`config.mk`:
```
export PLATFORM = sky130hd
export DESIGN_NAME = sql_statement_splitter_unit
export DESIGN_NICKNAME = d
export VERILOG_FILES = /design/src/rtl/core/ssplit_pkg.sv /design/src/rtl/core/sql_statement_splitter_unit.sv /design/src/rtl/core/ssplit_front.sv /design/src/rtl/core/ssplit_queue.sv /design/src/rtl/core/ssplit_back.sv
export SDC_FILE = /design/constraint.sdc
export NUM_CORES = 1
export LEC_CHECK = 0
export BUFFER_PORTS_ARGS = -buffer_cell sky130_fd_sc_hd__buf_2
export CORE_MARGIN = 2
export CORE_UTILIZATION = 55
export DETAILED_ROUTE_END_ITERATION = 10
export GPL_TIMING_DRIVEN = 0
export PLACE_DENSITY_LB_ADDON = 0.1
export SLEW_MARGIN = 5
export SYNTH_ARGS = -nofsm -noshare
export SYNTH_HDL_FRONTEND = slang
export SYNTH_SLANG_ARGS = --single-unit
```
`constraint.sdc`:
```
create_clock -name clk -period 8.1 [get_ports clk]
set_input_delay 0 -clock clk [delete_from_list [all_inputs] [get_ports clk]]
set_output_delay 0 -clock clk [all_outputs]
set_load 0.005 [all_outputs]
```
`src/rtl/core/ssplit_pkg.sv`:
```
// Shared types, constants and byte classification for the SQL statement splitter.
`default_nettype none

package ssplit_pkg;

  // Default depth of the queue between the front and back parts.
  localparam int unsigned SSPLIT_QUEUE_DEPTH = 4;

  // Request types on the input channel.
  localparam logic REQ_BYTE = 1'b0;
  localparam logic REQ_EOI  = 1'b1;

  // Byte values that the scanner reacts to.
  localparam logic [7:0] CH_SEMI   = 8'h3B;
  localparam logic [7:0] CH_SQUOTE = 8'h27;
  localparam logic [7:0] CH_DQUOTE = 8'h22;
  localparam logic [7:0] CH_BSLASH = 8'h5C;
  localparam logic [7:0] CH_DASH   = 8'h2D;
  localparam logic [7:0] CH_LOW_E  = 8'h65;
  localparam logic [7:0] CH_UP_E   = 8'h45;
  localparam logic [7:0] CH_DOT    = 8'h2E;
  localparam logic [7:0] CH_NL     = 8'h0A;
  localparam logic [7:0] CH_SPACE  = 8'h20;
  localparam logic [7:0] CH_NUL    = 8'h00;

  // Scan modes, encoded as they appear on the result channel.
  typedef enum logic [2:0] {
    MODE_PLAIN   = 3'd0,
    MODE_SQ      = 3'd1,
    MODE_SQ_ESC  = 3'd2,
    MODE_DQ      = 3'd3,
    MODE_DQ_ESC  = 3'd4,
    MODE_COMMENT = 3'd5,
    MODE_DOTCMD  = 3'd6
  } mode_t;

  // Classes that the front part assigns to each request.
  typedef enum logic [3:0] {
    CLS_OTHER,
    CLS_SEMI,
    CLS_SQUOTE,
    CLS_DQUOTE,
    CLS_DASH,
    CLS_E,
    CLS_DOT,
    CLS_NL,
    CLS_BSLASH,
    CLS_EOI
  } cls_t;

  // One classified request as it travels through the queue.
  typedef struct packed {
    logic [7:0] char_byte;
    cls_t       cls;
    logic       boundary;
  } ssplit_item_t;

  // Queue status seen by both sides.
  typedef struct packed {
    logic full;
    logic empty;
  } ssplit_qstat_t;

  // Whitespace or punctuation in the C locale.
  function automatic logic is_boundary(input logic [7:0] c);
    logic res;
    res = (c == CH_SPACE) ||
          (c inside {[8'd9:8'd13], [8'd33:8'd47], [8'd58:8'd64],
                     [8'd91:8'd96], [8'd123:8'd126]});
    return res;
  endfunction

  // Map a byte onto the class the scanner acts upon.
  function automatic cls_t classify(input logic [7:0] c);
    cls_t res;
    case (c)
      CH_SEMI:          res = CLS_SEMI;
      CH_SQUOTE:        res = CLS_SQUOTE;
      CH_DQUOTE:        res = CLS_DQUOTE;
      CH_DASH:          res = CLS_DASH;
      CH_LOW_E, CH_UP_E: res = CLS_E;
      CH_DOT:           res = CLS_DOT;
      CH_NL:            res = CLS_NL;
      CH_BSLASH:        res = CLS_BSLASH;
      default:          res = CLS_OTHER;
    endcase
    return res;
  endfunction

endpackage

`default_nettype wire

```
`src/rtl/core/sql_statement_splitter_unit.sv`:
```
// Top level of the SQL statement splitter: front, queue and back parts.
//
// Usage: requests arrive on the in_ channel, one per cycle at most. A request
// is either a text byte (in_req_type low, byte on in_char_byte) or end of
// input (in_req_type high). Each request gives exactly one result on the out_
// channel: the echoed byte, a flag on the byte that ends a command (a
// semicolon in plain text, or the newline that ends a dot command), a flag
// when end of input drops a partial command, and the scan mode afterwards.
// Path: a request accepted on the in_ channel passes through the front holding
// register, the queue and the result register before it can be taken on the
// out_ channel.
// Throughput: one request per cycle while out_stall stays low, set by the scan-state
// update in the back part; the queue of QUEUE_DEPTH entries lets the front keep
// accepting while a result waits on a stalled receiver.
// Reset: synchronous on rst_n; the scanner starts in plain text at command
// start, and the queue and result register are emptied.
// When out_stall is high the result holds, the queue fills and then in_stall
// rises; nothing is lost or repeated.
`default_nettype none

module sql_statement_splitter_unit
  import ssplit_pkg::*;
#(
  parameter int unsigned QUEUE_DEPTH = SSPLIT_QUEUE_DEPTH
) (
  input  wire logic       clk,
  input  wire logic       rst_n,
  input  wire logic       in_valid,
  output logic            in_stall,
  input  wire logic       in_req_type,
  input  wire logic [7:0] in_char_byte,
  output logic            out_valid,
  input  wire logic       out_stall,
  output logic [7:0]      out_char_out,
  output logic            out_command_end,
  output logic            out_abandoned,
  output logic [2:0]      out_mode_after
);

  ssplit_qstat_t q_stat;
  ssplit_item_t  push_item;
  ssplit_item_t  head_item;
  logic          push;
  logic          pop;

  // Request intake and classification.
  ssplit_front u_front (
    .clk          (clk),
    .rst_n        (rst_n),
    .in_valid     (in_valid),
    .in_stall     (in_stall),
    .in_req_type  (in_req_type),
    .in_char_byte (in_char_byte),
    .q_stat       (q_stat),
    .push         (push),
    .push_item    (push_item)
  );

  // Decoupling queue.
  ssplit_queue #(
    .DEPTH (QUEUE_DEPTH)
  ) u_queue (
    .clk       (clk),
    .rst_n     (rst_n),
    .push      (push),
    .push_item (push_item),
    .pop       (pop),
    .head_item (head_item),
    .q_stat    (q_stat)
  );

  // Scanner and result stage.
  ssplit_back u_back (
    .clk             (clk),
    .rst_n           (rst_n),
    .q_stat          (q_stat),
    .head_item       (head_item),
    .pop             (pop),
    .out_valid       (out_valid),
    .out_stall       (out_stall),
    .out_char_out    (out_char_out),
    .out_command_end (out_command_end),
    .out_abandoned   (out_abandoned),
    .out_mode_after  (out_mode_after)
  );

endmodule

`default_nettype wire

```
`src/rtl/core/ssplit_front.sv`:
```
// Front part: accepts requests, classifies each byte and pushes it into the queue.
`default_nettype none

module ssplit_front
  import ssplit_pkg::*;
(
  input  wire logic          clk,
  input  wire logic          rst_n,
  input  wire logic          in_valid,
  output logic               in_stall,
  input  wire logic          in_req_type,
  input  wire logic [7:0]    in_char_byte,
  input  wire ssplit_qstat_t q_stat,
  output logic               push,
  output ssplit_item_t       push_item
);

  logic         front_v_r;
  logic         front_v_nxt;
  ssplit_item_t item_r;
  ssplit_item_t item_nxt;
  logic         advance;

  // The holding register may refill whenever it is empty or drains this cycle.
  assign advance  = !front_v_r || !q_stat.full;
  assign in_stall = !advance;
  assign push     = front_v_r && !q_stat.full;
  assign push_item = item_r;

  // Classify the incoming request; end of input carries a zero byte.
  always_comb begin
    if (in_req_type == REQ_EOI) begin
      item_nxt.char_byte = CH_NUL;
      item_nxt.cls       = CLS_EOI;
      item_nxt.boundary  = 1'b0;
    end else begin
      item_nxt.char_byte = in_char_byte;
      item_nxt.cls       = classify(in_char_byte);
      item_nxt.boundary  = is_boundary(in_char_byte);
    end
  end

  assign front_v_nxt = advance ? in_valid : front_v_r;

  // Control state.
  always_ff @(posedge clk) begin
    if (!rst_n) begin
      front_v_r <= 1'b0;
    end else begin
      front_v_r <= front_v_nxt;
    end
  end

  // Payload holding register.
  always_ff @(posedge clk) begin
    if (advance && in_valid) begin
      item_r <= item_nxt;
    end
  end

endmodule

`default_nettype wire

```
`src/rtl/core/ssplit_queue.sv`:
```
// Short queue of classified requests between the front and back parts.
`default_nettype none

module ssplit_queue
  import ssplit_pkg::*;
#(
  parameter int unsigned DEPTH = SSPLIT_QUEUE_DEPTH
) (
  input  wire logic          clk,
  input  wire logic          rst_n,
  input  wire logic          push,
  input  wire ssplit_item_t  push_item,
  input  wire logic          pop,
  output ssplit_item_t       head_item,
  output ssplit_qstat_t      q_stat
);

  localparam int unsigned PTR_W = (DEPTH > 1) ? $clog2(DEPTH) : 1;
  localparam int unsigned CNT_W = $clog2(DEPTH + 1);
  localparam logic [PTR_W-1:0] PTR_LAST = PTR_W'(DEPTH - 1);
  localparam logic [CNT_W-1:0] CNT_FULL = CNT_W'(DEPTH);

  ssplit_item_t     entry_r [DEPTH];
  logic [PTR_W-1:0] wr_ptr_r;
  logic [PTR_W-1:0] wr_ptr_nxt;
  logic [PTR_W-1:0] rd_ptr_r;
  logic [PTR_W-1:0] rd_ptr_nxt;
  logic [CNT_W-1:0] count_r;
  logic [CNT_W-1:0] count_nxt;

  assign q_stat.full  = (count_r == CNT_FULL);
  assign q_stat.empty = (count_r == '0);
  assign head_item    = entry_r[rd_ptr_r];

  // Pointer wrap and occupancy.
  always_comb begin
    wr_ptr_nxt = wr_ptr_r;
    rd_ptr_nxt = rd_ptr_r;
    count_nxt  = count_r;
    if (push) begin
      wr_ptr_nxt = (wr_ptr_r == PTR_LAST) ? '0 : wr_ptr_r + 1'b1;
    end
    if (pop) begin
      rd_ptr_nxt = (rd_ptr_r == PTR_LAST) ? '0 : rd_ptr_r + 1'b1;
    end
    if (push && !pop) begin
      count_nxt = count_r + 1'b1;
    end else if (pop && !push) begin
      count_nxt = count_r - 1'b1;
    end
  end

  always_ff @(posedge clk) begin
    if (!rst_n) begin
      wr_ptr_r <= '0;
      rd_ptr_r <= '0;
      count_r  <= '0;
    end else begin
      wr_ptr_r <= wr_ptr_nxt;
      rd_ptr_r <= rd_ptr_nxt;
      count_r  <= count_nxt;
    end
  end

  // Entry storage.
  always_ff @(posedge clk) begin
    if (push) begin
      entry_r[wr_ptr_r] <= push_item;
    end
  end

  // Occupancy never passes the depth.
  a_count_bound: assert property (@(posedge clk) disable iff (!rst_n)
    count_r <= CNT_FULL)
    else $error("queue occupancy beyond depth");

  // A lone push raises the occupancy by one.
  a_push_count: assert property (@(posedge clk) disable iff (!rst_n)
    push && !pop |=> count_r == $past(count_r) + 1'b1)
    else $error("queue count did not follow a push");

  // A pop is only ever issued with something stored.
  a_pop_nonempty: assert property (@(posedge clk) disable iff (!rst_n)
    pop |-> !q_stat.empty)
    else $error("pop from an empty queue");

endmodule

`default_nettype wire

```
`src/rtl/core/ssplit_back.sv`:
```
// Back part: scan-mode state machine and the registered result stage.
`default_nettype none

module ssplit_back
  import ssplit_pkg::*;
(
  input  wire logic          clk,
  input  wire logic          rst_n,
  input  wire ssplit_qstat_t q_stat,
  input  wire ssplit_item_t  head_item,
  output logic               pop,
  output logic               out_valid,
  input  wire logic          out_stall,
  output logic [7:0]         out_char_out,
  output logic               out_command_end,
  output logic               out_abandoned,
  output logic [2:0]         out_mode_after
);

  // Scan state.
  mode_t mode_r, mode_nxt;
  logic  dash_r, dash_nxt;
  logic  pend_e_r, pend_e_nxt;
  logic  skip_r, skip_nxt;
  logic  prev_bnd_r, prev_bnd_nxt;
  logic  dot_ok_r, dot_ok_nxt;
  logic  has_r, has_nxt;

  // Result register.
  logic       out_v_r, out_v_nxt;
  logic [7:0] char_r;
  logic       end_r;
  logic       aband_r;
  mode_t      mode_out_r;

  // Values for the result being formed.
  logic       res_end;
  logic       res_aband;
  logic [7:0] res_char;

  logic is_eoi;
  logic pair_done;

  // Take the head request when the result register is free or being emptied.
  assign pop    = !q_stat.empty && (!out_v_r || !out_stall);
  assign is_eoi = (head_item.cls == CLS_EOI);

  // A pending dash or e/E completed by this byte.
  assign pair_done = (dash_r && head_item.cls == CLS_DASH) ||
                     (!dash_r && pend_e_r &&
                      (head_item.cls == CLS_SQUOTE || head_item.cls == CLS_DQUOTE));

  // Result fields for the head request.
  always_comb begin
    res_char  = head_item.char_byte;
    res_aband = is_eoi && has_r;
    res_end   = 1'b0;
    if (!is_eoi) begin
      case (mode_r)
        MODE_PLAIN:  res_end = !pair_done && (head_item.cls == CLS_SEMI);
        MODE_DOTCMD: res_end = (head_item.cls == CLS_NL);
        default:     res_end = 1'b0;
      endcase
    end
  end

  // Next scan state.
  always_comb begin
    mode_nxt     = mode_r;
    dash_nxt     = dash_r;
    pend_e_nxt   = pend_e_r;
    skip_nxt     = skip_r;
    prev_bnd_nxt = prev_bnd_r;
    dot_ok_nxt   = dot_ok_r;
    has_nxt      = has_r;
    if (pop) begin
      if (is_eoi || res_end) begin
        // End of input or end of command: start a fresh command.
        mode_nxt     = MODE_PLAIN;
        dash_nxt     = 1'b0;
        pend_e_nxt   = 1'b0;
        skip_nxt     = 1'b0;
        prev_bnd_nxt = 1'b1;
        dot_ok_nxt   = 1'b1;
        has_nxt      = 1'b0;
      end else begin
        has_nxt      = 1'b1;
        prev_bnd_nxt = head_item.boundary;
        case (mode_r)
          MODE_SQ: begin
            if (head_item.cls == CLS_SQUOTE) mode_nxt = MODE_PLAIN;
          end
          MODE_DQ: begin
            if (head_item.cls == CLS_DQUOTE) mode_nxt = MODE_PLAIN;
          end
          MODE_SQ_ESC: begin
            if (skip_r) begin
              skip_nxt = 1'b0;
            end else if (head_item.cls == CLS_SQUOTE) begin
              mode_nxt = MODE_PLAIN;
            end else if (head_item.cls == CLS_BSLASH) begin
              skip_nxt = 1'b1;
            end
          end
          MODE_DQ_ESC: begin
            if (skip_r) begin
              skip_nxt = 1'b0;
            end else if (head_item.cls == CLS_DQUOTE) begin
              mode_nxt = MODE_PLAIN;
            end else if (head_item.cls == CLS_BSLASH) begin
              skip_nxt = 1'b1;
            end
          end
          MODE_COMMENT: begin
            if (head_item.cls == CLS_NL) mode_nxt = MODE_PLAIN;
          end
          MODE_DOTCMD: begin
            mode_nxt = MODE_DOTCMD;
          end
          default: begin
            // Plain text: first resolve any pending lookahead.
            dash_nxt   = 1'b0;
            pend_e_nxt = dash_r ? pend_e_r : 1'b0;
            if (pair_done) begin
              if (dash_r) begin
                mode_nxt = MODE_COMMENT;
              end else if (head_item.cls == CLS_SQUOTE) begin
                mode_nxt = MODE_SQ_ESC;
              end else begin
                mode_nxt = MODE_DQ_ESC;
              end
            end else begin
              case (head_item.cls)
                CLS_SQUOTE: begin
                  mode_nxt   = MODE_SQ;
                  dot_ok_nxt = 1'b0;
                end
                CLS_DQUOTE: begin
                  mode_nxt   = MODE_DQ;
                  dot_ok_nxt = 1'b0;
                end
                CLS_DASH: begin
                  dash_nxt   = 1'b1;
                  dot_ok_nxt = 1'b0;
                end
                CLS_E: begin
                  if (prev_bnd_r) pend_e_nxt = 1'b1;
                  dot_ok_nxt = 1'b0;
                end
                CLS_DOT: begin
                  if (dot_ok_r) mode_nxt = MODE_DOTCMD;
                end
                CLS_NL: begin
                  dot_ok_nxt = 1'b0;
                end
                default: begin
                  dot_ok_nxt = dot_ok_r;
                end
              endcase
            end
          end
        endcase
      end
    end
  end

  // Result register holds until taken.
  assign out_v_nxt = pop ? 1'b1 : (out_v_r && out_stall);

  always_ff @(posedge clk) begin
    if (!rst_n) begin
      mode_r     <= MODE_PLAIN;
      dash_r     <= 1'b0;
      pend_e_r   <= 1'b0;
      skip_r     <= 1'b0;
      prev_bnd_r <= 1'b1;
      dot_ok_r   <= 1'b1;
      has_r      <= 1'b0;
      out_v_r    <= 1'b0;
    end else begin
      mode_r     <= mode_nxt;
      dash_r     <= dash_nxt;
      pend_e_r   <= pend_e_nxt;
      skip_r     <= skip_nxt;
      prev_bnd_r <= prev_bnd_nxt;
      dot_ok_r   <= dot_ok_nxt;
      has_r      <= has_nxt;
      out_v_r    <= out_v_nxt;
    end
  end

  // Result payload.
  always_ff @(posedge clk) begin
    if (pop) begin
      char_r     <= res_char;
      end_r      <= res_end;
      aband_r    <= res_aband;
      mode_out_r <= mode_nxt;
    end
  end

  assign out_valid       = out_v_r;
  assign out_char_out    = char_r;
  assign out_command_end = end_r;
  assign out_abandoned   = aband_r;
  assign out_mode_after  = mode_out_r;

  // A finished command always leaves the scanner in plain text.
  a_end_plain: assert property (@(posedge clk) disable iff (!rst_n)
    out_v_r && end_r |-> mode_out_r == MODE_PLAIN && !aband_r)
    else $error("command end without return to plain mode");

  // A dropped command is reported only for end of input.
  a_aband_eoi: assert property (@(posedge clk) disable iff (!rst_n)
    out_v_r && aband_r |-> char_r == CH_NUL && mode_out_r == MODE_PLAIN)
    else $error("abandoned flag on a text byte");

  // Lookahead flags are never both pending.
  a_one_pending: assert property (@(posedge clk) disable iff (!rst_n)
    !(dash_r && pend_e_r))
    else $error("dash and e lookahead pending together");

  // The escape skip only lives inside an escaped string.
  a_skip_mode: assert property (@(posedge clk) disable iff (!rst_n)
    skip_r |-> mode_r == MODE_SQ_ESC || mode_r == MODE_DQ_ESC)
    else $error("escape skip outside an escaped string");

endmodule

`default_nettype wire
```
* Word level (Yosys, flattened, before mapping)
Memory sizes are Yosys's and may differ from the RTL's. A register that Yosys moved wholly into a read port is not among the register bits.
Cells that the tools add are included.
** Storage, ports and cells
- ROM bits :: 0
- Latch bits :: 0
- Input bits :: 13
- Word-level logic and storage cells :: 156
- Memories :: 1
- Output and inout bits :: 15
- Register bits after elaboration :: 44
- RAM bits :: 52
** Memories
- u_queue.entry_r :: words 4, bits a word 13, rd ports 1, clocked after Yosys merged registers in 1, write ports 1, RTL line ssplit_queue.sv:23 : ssplit_item_t entry_r [DEPTH];
** Cells by class
- Multipliers :: 0
- Reductions and logical operators :: 44
- Div/mod/pow operators :: 0
- Shift-type cells :: 0
- Bitwise operators :: 0
- Add/sub/neg operators :: 4
- Mux-type cells :: 48
- Eq/ne operators :: 30
- Magnitude comparators :: 10
** Operators by type and width (count)
- == test 8 x 6 -> 1 bit, second input constant :: 6
- 2-to-1 mux 3 bit :: 13
- one-hot mux 4 bit (8 select lines) :: 1
- 2-to-1 mux 1 bit :: 26
- == test 8 x 7 -> 1 bit, second input constant :: 3
- less-or-equal comparator 8 x 7 -> 1 bit, second input constant :: 3
- one-hot mux 3 bit (6 select lines) :: 1
- == test 4 x 3 -> 1 bit, second input constant :: 4
- greater-or-equal comparator 8 x 6 -> 1 bit, second input constant :: 2
- greater-or-equal comparator 8 x 7 -> 1 bit, second input constant :: 2
- logical AND 1 bit :: 16
- == test 3 bit, second input constant :: 4
- zero test 1 bit :: 10
- one-hot mux 3 bit (3 select lines) :: 1
- == test 4 x 2 -> 1 bit, second input constant :: 2
- == test 4 bit, second input constant :: 2
- == test 8 x 4 -> 1 bit, second input constant :: 1
- greater-or-equal comparator 8 x 4 -> 1 bit, second input constant :: 1
- less-or-equal comparator 8 x 4 -> 1 bit, second input constant :: 1
- less-or-equal comparator 8 x 6 -> 1 bit, second input constant :: 1
- 2-to-1 mux 2 bit :: 4
- == test 3 x 2 -> 1 bit, second input constant :: 2
- zero test 3 bit :: 2
- logical OR 1 bit :: 6
- other kinds (17) :: 22

* Longest topological paths before layout
Gate-level depths: netlist (run 1).
- Depth after elaboration :: 11
- Depth in mapped cells :: 10
- Gate-level depth less buffers :: 8

* By module
From an unflattened synthesis (run 1), not the netlist that was laid out.
** Second synthesis, totals
- Cell total of the unflattened synthesis :: 300
- Area, all modules :: 4359.2 µm²
** By module, submodules not included
- ssplit_queue :: sequential area each 1741.7 µm², instances 1, area an instance 2339.7 µm², cells each 111
- ssplit_back :: sequential area each 590.6 µm², instances 1, area an instance 1244.9 µm², cells each 125
- ssplit_front :: sequential area each 410.4 µm², instances 1, area an instance 774.5 µm², cells each 64

* Worst setup path after synthesis (run 1)
Ideal clock, no wire load.
- Kind :: reg-to-reg
- Start point :: register u_queue.count_r[0]
- End point :: register u_queue.count_r[2]
- Slack :: 5548 ps
- Cell stages (with the launch flop) :: 11
- Clock period less this slack :: 2552 ps
- Arrival time :: 2476 ps
- Cells stage by stage :: dfxtp_1 > nor3_1 > a21o_1 > clkbuf_1 > buf_1 > ha_1 > inv_1 > fa_1 > xor2_1 > or3_1 > a21boi_0
** Between the ends
- Word-level cells in the longest chain between the ends :: 6
- Elaborated cells between the ends (all ways) :: 15
** RTL lines
- start: declaration :: RTL line ssplit_queue.sv:28 : logic [CNT_W-1:0] count_r;
- start signal: assignment :: RTL line ssplit_queue.sv:61 : count_r <= count_nxt;
- parallel branches: the longest is 6 deep, another holds subtractor 3 x 1 -> 3 bit
Several ways; the timed one is not identified. The select of a mux whose other input is x is not followed.
A chain may end at the register's enable or synchronous reset.

* Final worst setup path (run 1)
Ends and elaborated chain as after synthesis.

==> results.cfg, run 1 <==
[run_status]
status = finished, final reports clean

[placed_design]
gp_congestion = 0.826
dp_hpwl_mm = 5.27
port-buffer-count = 25
place_ws_ps = 5220

[worst_setup_path]
worstPathArrival_ps = 3220
criticalPathCategory = flop to flop
cp-start-kind = flop
crit_family = buffers and inverters
ff2ff_setup_slack_ps = 5170
critical_path_buf_inv_count = 3
crit_chain = nor3_1 > a21o_1 > clkbuf_1 > buf_1 > ha_1 > inv_1 > fa_1 > xor2_1 > or3_1 > a21boi_0
critPathMaxFanout = 10
slowest_delay_ps = 420
cp_slowest_cell = fa_1
crit_required_ps = 8390
end_kind = flop

[floorplan]
core-area_sq_mm = 0.00773
die_y_microns = 93.3
die_x_microns = 93.3
die_area_sq_mm = 0.00870
ios = 28
num_rows = 32
start_util_pct = 56.7

[final_layout]
antenna_cells = 0
drive_above_1_share_pct = 18.4
area_growth_pct = 12.2
layout.nets = 384
seqCellArea_sq_mm = 0.00274
multi_input_area_sq_mm = 0.00152
final_util_pct = 63.6
fillers = 599

[yosys]
synth_enable_flop_cells = 78
synth_top_family_by_area = simple AND/OR/NAND/NOR gates
synthesis.area_sq_mm = 0.00438
synth_xor_area_share_pct = 0.599
synth_ff_type = edfxtp_1
synthSimpleGateAreaFrac_pct = 14.4
synth_commonest_cells = edfxtp_1 (78), nor2_1 (22), dfxtp_1 (20), nand2_1 (15)
syn_nets = 340
synth_top_area_share_pct = 53.4
syn_area_per_cell_sq_um = 13.7
async_flop_share_pct = 0
ys_seq_elements = 98
synth_compound_area_share_pct = 9.48
yosysUniqueCellTypes = 57
muxShareOfSynthArea_pct = 8.11
ys_seq_area_share_pct = 62.6
ys_top_cells_by_area = edfxtp_1 (53%), dfxtp_1 (9.1%), mux4_2 (7.2%), nor2_1 (1.9%), nor2b_1 (1.9%)
synthMostInstantiatedCell = edfxtp_1
synthCells = 320
synthAdderAreaFrac_pct = 2.17
synth_area_leader_cell = edfxtp_1
ys_warn_count = 0

[cts]
cts.path.max_buffers = 2
htree_num_levels = 3
clkTransAtPathRegs_ps = 100
post_cts_resized = 0
cts_root_buf = clkbuf_8
cts_sinks = 98
postCtsHoldBufs = 8
cts_tree = built
cts_setup_buffers = 0
cts_buffers = 9
clk_latency_ps = 370

[power]
power_leakage_nw = 1.72
power_density_mw_per_mm2 = 315
ir_worst_vdd_mv = 0.136

[drt]
drc = 0
vias = 2662
postRouteAntennaNets = 0
routedWlPerCell_microns = 16.4
routed_via_density = 5.65
routed_wl_mm = 7.74
drt_pass1_iterations = 5
first_iter_violations = 169

[sta]
hold_viol_final = 0
grt_setup_unrepaired = false
finalCritPeriodShare_pct = 36.1
setup_ws_ps = 5170
finalMaxSlewViolations = 0
finClkSkew_ps = 17.8
finalSetupViolations = 0
timing.setup.tns_ps = 0
tightestPinTransition_ps = 1110
fmax_mhz = 342
finalCriticalPeriod_ps = 2930
relSlewSlack_pct = 25.9

[grt]
grt_start_max_net_pins = 21
grt_pass1_wl_mm = 12.8
grt_pass1_vias = 2576
grt_util_all_layers_pct = 19.4
antenna_found_initial = 0
gr-total-overflow = 0

[flow_run]
maxCapViolations = 0

[min_path]
hold_class = input port to flop
[area by class of cell]
cell class,count,share of cell area [%]
Clock inverter,7,1.55
Tap cell,102,2.60
Inverter,11,0.840
Clock buffer,9,2.52
Sequential cell,98,55.8
Multi-Input combinational cell,195,30.9
Buffer,16,1.58
Timing Repair Buffer,33,4.17
[cell families (layout without fill, tap and decap cells)]
family,after synthesis,in the layout
AOI/OAI and AO/OA,59,59
adders and majority gates,7,7
buffers and inverters,27,76
DFF,98,98
and+or+nand+nor,108,108
muxes,18,18
xor gates and xnor gates,3,3
[metal layers]
metal | up-vias | track usage [%] | part of all wire [%]
met5 | - | 0 | 0
met4 | 0 | 6.74 | 0.85
met3 | 7 | 3.95 | 4.6
met2 | 66 | 30.2 | 48
met1 | 1294 | 27.3 | 47
li1 | 1295 | - | -
[registers in the layout, summed over array words and instances, names as in the netlist, named ones only]
signal	flops
u_queue.entry_r	52
u_front.push_item	13
u_back.out_char_out	8
u_back.mode_r	3
u_back.out_mode_after	3
u_queue.count_r	3
u_queue.rd_ptr_r	2
u_queue.wr_ptr_r	2
u_back.dash_r	1
u_back.dot_ok_r	1
u_back.has_r	1
u_back.out_abandoned	1
u_back.out_command_end	1
u_back.out_valid	1
u_back.pend_e_r	1
u_back.prev_bnd_r	1
u_back.skip_r	1
u_front.front_v_r	1
[through the flow]
stage / instances / hold WS [ps] / total power (W) / area [sq um]
finish: 471 / 48.8 / 0.00155 / 4920
global route: 471 / 68.4 / 0.00165 / 4920
CTS: 471 / 36.2 / 0.00156 / 4920
detailed placement: 447 / 234 / 0.00124 / 4640
global placement: 447 / 222 / 0.00123 / 4640
floorplan: 320 / 124 / 0.00110 / 4380
[cell usage in the layout (no fill, tap or decap), types with 5 or more instances in the layout]
cell type	n
buf_2	27
o21ai_0	9
nand2_1	15
nor2_1	22
nand3_1	8
dlygate4sd3_1	8
a21oi_1	14
and2_1	9
nor2b_1	13
nor4_1	6
clkbuf_1	11
nand2b_1	9
nor3_1	5
inv_1	10
a21o_1	5
edfxtp_1	78
clkbuf_8	9
dfxtp_1	20
mux4_2	14
ha_1	6
[worst paths after layout]
check	end	depth (start not counted)	from
hold / removal	u_front.push_item[11]	2	in_char_byte[6]
setup / recovery	u_queue.count_r[2]	10	u_queue.count_r[0]
setup reg to reg	u_queue.count_r[2]	10	u_queue.count_r[0]
hold reg to reg	u_back.has_r	2	u_back.has_r
[power breakdown]
part	internal [W]	leakage, nW	switching, W
Clock	0.000124	0.103	0.000191
Sequential	0.000653	0.899	0.0000422
Combinational	0.000236	0.716	0.000304
Total	0.00101	1.72	0.000537
Note: power is estimated with default switching activity, not from simulation.
==> run 2: changes to the inputs <==
Settings changed: ABC_AREA set to 1, CORE_UTILIZATION 55 to 54.
Clock period 8.1 ns to 2.4 ns, I/O delays scaled along.
==> run 2 against run 1 <==
- sequential share of layout area rose by 0.085 points
- largest cell class unchanged
- cell count rose by 24%
- critical path type unchanged
- setup slack got worse by 5000 ps
==> results.cfg, run 2 <==
[run_status]
status = finished, final reports clean

[sta]
finalMaxSlewViolations = 0
finalCritPeriodShare_pct = 90.8
relSlewSlack_pct = 12.3
fmax_mhz = 459
tightestPinTransition_ps = 1310
finalSetupViolations = 0
finClkSkew_ps = 14.6
grt_setup_unrepaired = false
hold_viol_final = 0
finalCriticalPeriod_ps = 2180

[power]
total_power_w = 0.00523
power_density_mw_per_mm2 = 1070
ir_worst_vdd_mv = 0.361
power_leakage_nw = 1.98

[worst_setup_path]
crit_required_ps = 2360
critPathMaxFanout = 13
slowest_delay_ps = 1030
worstPathArrival_ps = 2140
critical_path_buf_inv_count = 0
end_kind = flop
criticalPathCategory = flop to flop
crit_chain = nor2_1 > nand2_1 > nand2_1 > nor2_1
cp_slowest_cell = nor2_1
crit_family = simple AND/OR/NAND/NOR gates
cp-start-kind = flop

[cts]
cts_tree = built
cts_root_buf = clkbuf_8
clkTransAtPathRegs_ps = 90
cts_sinks = 98
cts.path.max_buffers = 2
htree_num_levels = 3
cts_setup_buffers = 0
cts_buffers = 9
clk_latency_ps = 360

[yosys]
ys_seq_area_share_pct = 62.3
synthMostInstantiatedCell = edfxtp_1
syn_area_per_cell_sq_um = 10.2
ys_top_cells_by_area = edfxtp_1 (53%), dfxtp_1 (9.1%), nand2_1 (6.4%), nor2_1 (5.0%), inv_1 (3.7%)
synth_top_area_share_pct = 53.2
ys_warn_count = 0
synth_enable_flop_cells = 78
async_flop_share_pct = 0
synth_commonest_cells = edfxtp_1 (78), nand2_1 (75), nor2_1 (59), inv_1 (43), o21ai_0 (30)
yosysUniqueCellTypes = 36
ys_seq_elements = 98
synth_area_leader_cell = edfxtp_1
syn_nets = 452
synthesis.area_sq_mm = 0.00441
synth_ff_type = edfxtp_1
synthCells = 432

[final_layout]
final_area_sq_mm = 0.00491
regMostFlops = u_queue.entry_r
antenna_cells = 0
area_growth_pct = 11.4
largest_reg_flops = 52
final_common_cell = edfxtp_1
mostFrequentLayoutCells = edfxtp_1 (78), nand2_1 (75), nor2_1 (58), inv_1 (43), o21ai_0 (30)
drive_above_1_share_pct = 17.3
layout.nets = 496

[placed_design]
gp_congestion = 0.941
placed_area_sq_mm = 0.00466
port-buffer-count = 26
dp_hpwl_mm = 5.59

[min_path]
hold_class = input port to flop

[floorplan]
ios = 28
die_y_microns = 94.3
start_util_pct = 56.4
num_rows = 32
die_x_microns = 94.3
die_area_sq_mm = 0.00890
core-area_sq_mm = 0.00781

[grt]
grt_pass1_wl_mm = 13.5
grt_start_max_net_pins = 21
grt_pass1_vias = 2944
gr-total-overflow = 0
grt_util_all_layers_pct = 20.0
antenna_found_initial = 0

[drt]
drt_pass1_iterations = 5
routed_wl_mm = 8.00
vias = 3073
drc = 0
routed_via_density = 5.27
routedWlPerCell_microns = 13.7
postRouteAntennaNets = 0
first_iter_violations = 181

[flow_run]
maxCapViolations = 0
==> run 2: cell types whose count changed in the layout (fill, tap and decap cells not counted), moves of 6 or more <==
cell / previous run / this run
nand2_1: 15 / 75
and2_1: 9 / 0
inv_1: 10 / 43
o22ai_1: 2 / 10
nand2b_1: 9 / 0
nand3_1: 8 / 22
mux4_2: 14 / 0
nor2_1: 22 / 58
nor4_1: 6 / 0
nor2b_1: 13 / 0
nand2_2: 0 / 20
o21ai_0: 9 / 30
==> run 2: worst paths after layout <==
check | from | to | slack, ps | cells past startpoint
max | u_queue.count_r[0] | u_queue.entry_r[0][3] | 220 | 4
min | in_char_byte[2] | u_front.push_item[7] | 20 | 3
max reg2reg | u_queue.count_r[0] | u_queue.entry_r[0][3] | 220 | 4
min reg2reg | u_back.has_r | u_back.has_r | 450 | 2
==> run 2: worst min-delay path, delay by kind of cell <==
| kind | cells | cell delay (ps) |
|---|---|---|
| buf+inv | 2 | 160 |
| simple gates | 1 | 90 |
==> run 2: where the power goes <==
| group | total [W] | internal, W | switching, W |
|---|---|---|---|
| Clock | 0.000955 | 0.000412 | 0.000544 |
| Combinational | 0.00192 | 0.000663 | 0.00126 |
| Sequential | 0.00236 | 0.00222 | 0.000135 |
==> run 2: per-layer routing <==
layer  track usage, %  routed length, microns  vias up
li1                 -                       -     1562
met1             25.8                    3690     1432
met2             33.5                    3860       71
met3             4.98                     346        8
met4             6.40                     100        0
met5                0                       0        -
==> run 2: final cells by class <==
class / instances / area [sq um]
plain buffers: 10 / 73.8
clock buffers: 13 / 149
clock inverters: 3 / 22.5
fillers: 661 / 2900
inverters: 48 / 189
multi-input cells: 276 / 1400
flip-flops and latches: 98 / 2740
well taps: 102 / 128
repair buffers: 33 / 200
==> run 2: timing repair <==
action | in CTS | in global routing
setup endpoints to repair | 3 | 0
hold buffers | 7 | 0
endpoints found under the hold margin | 14 | 0
resized for setup | 1 | 0
==> run 2: cells by family (layout without fill, tap and decap cells) <==
kind of cell / after synthesis / after routing / synth area share, %
AO/OA/AOI/OAI: 68 / 68 / 8.78
buffers and inverters: 58 / 107 / 5.94
adder cells (fa/ha/maj): 7 / 7 / 2.16
XOR/XNOR: 1 / 1 / 0.199
flip-flops: 98 / 98 / 62.3
AND/OR/NAND/NOR: 200 / 200 / 20.7
==> run 2: through the flow <==
step,hold slack [ps],setup slack (ps),utilization (%),instances,setup TNS (ps)
2_1_floorplan,167,533,-,432,0
3_3_place_gp,287,-73.4,59.7,560,-113
3_5_place_dp,287,-80.6,59.7,560,-125
4_1_cts,21.9,174,62.8,583,0
5_1_grt,27.5,66.5,62.9,583,0
6_report,15.2,222,62.9,583,0
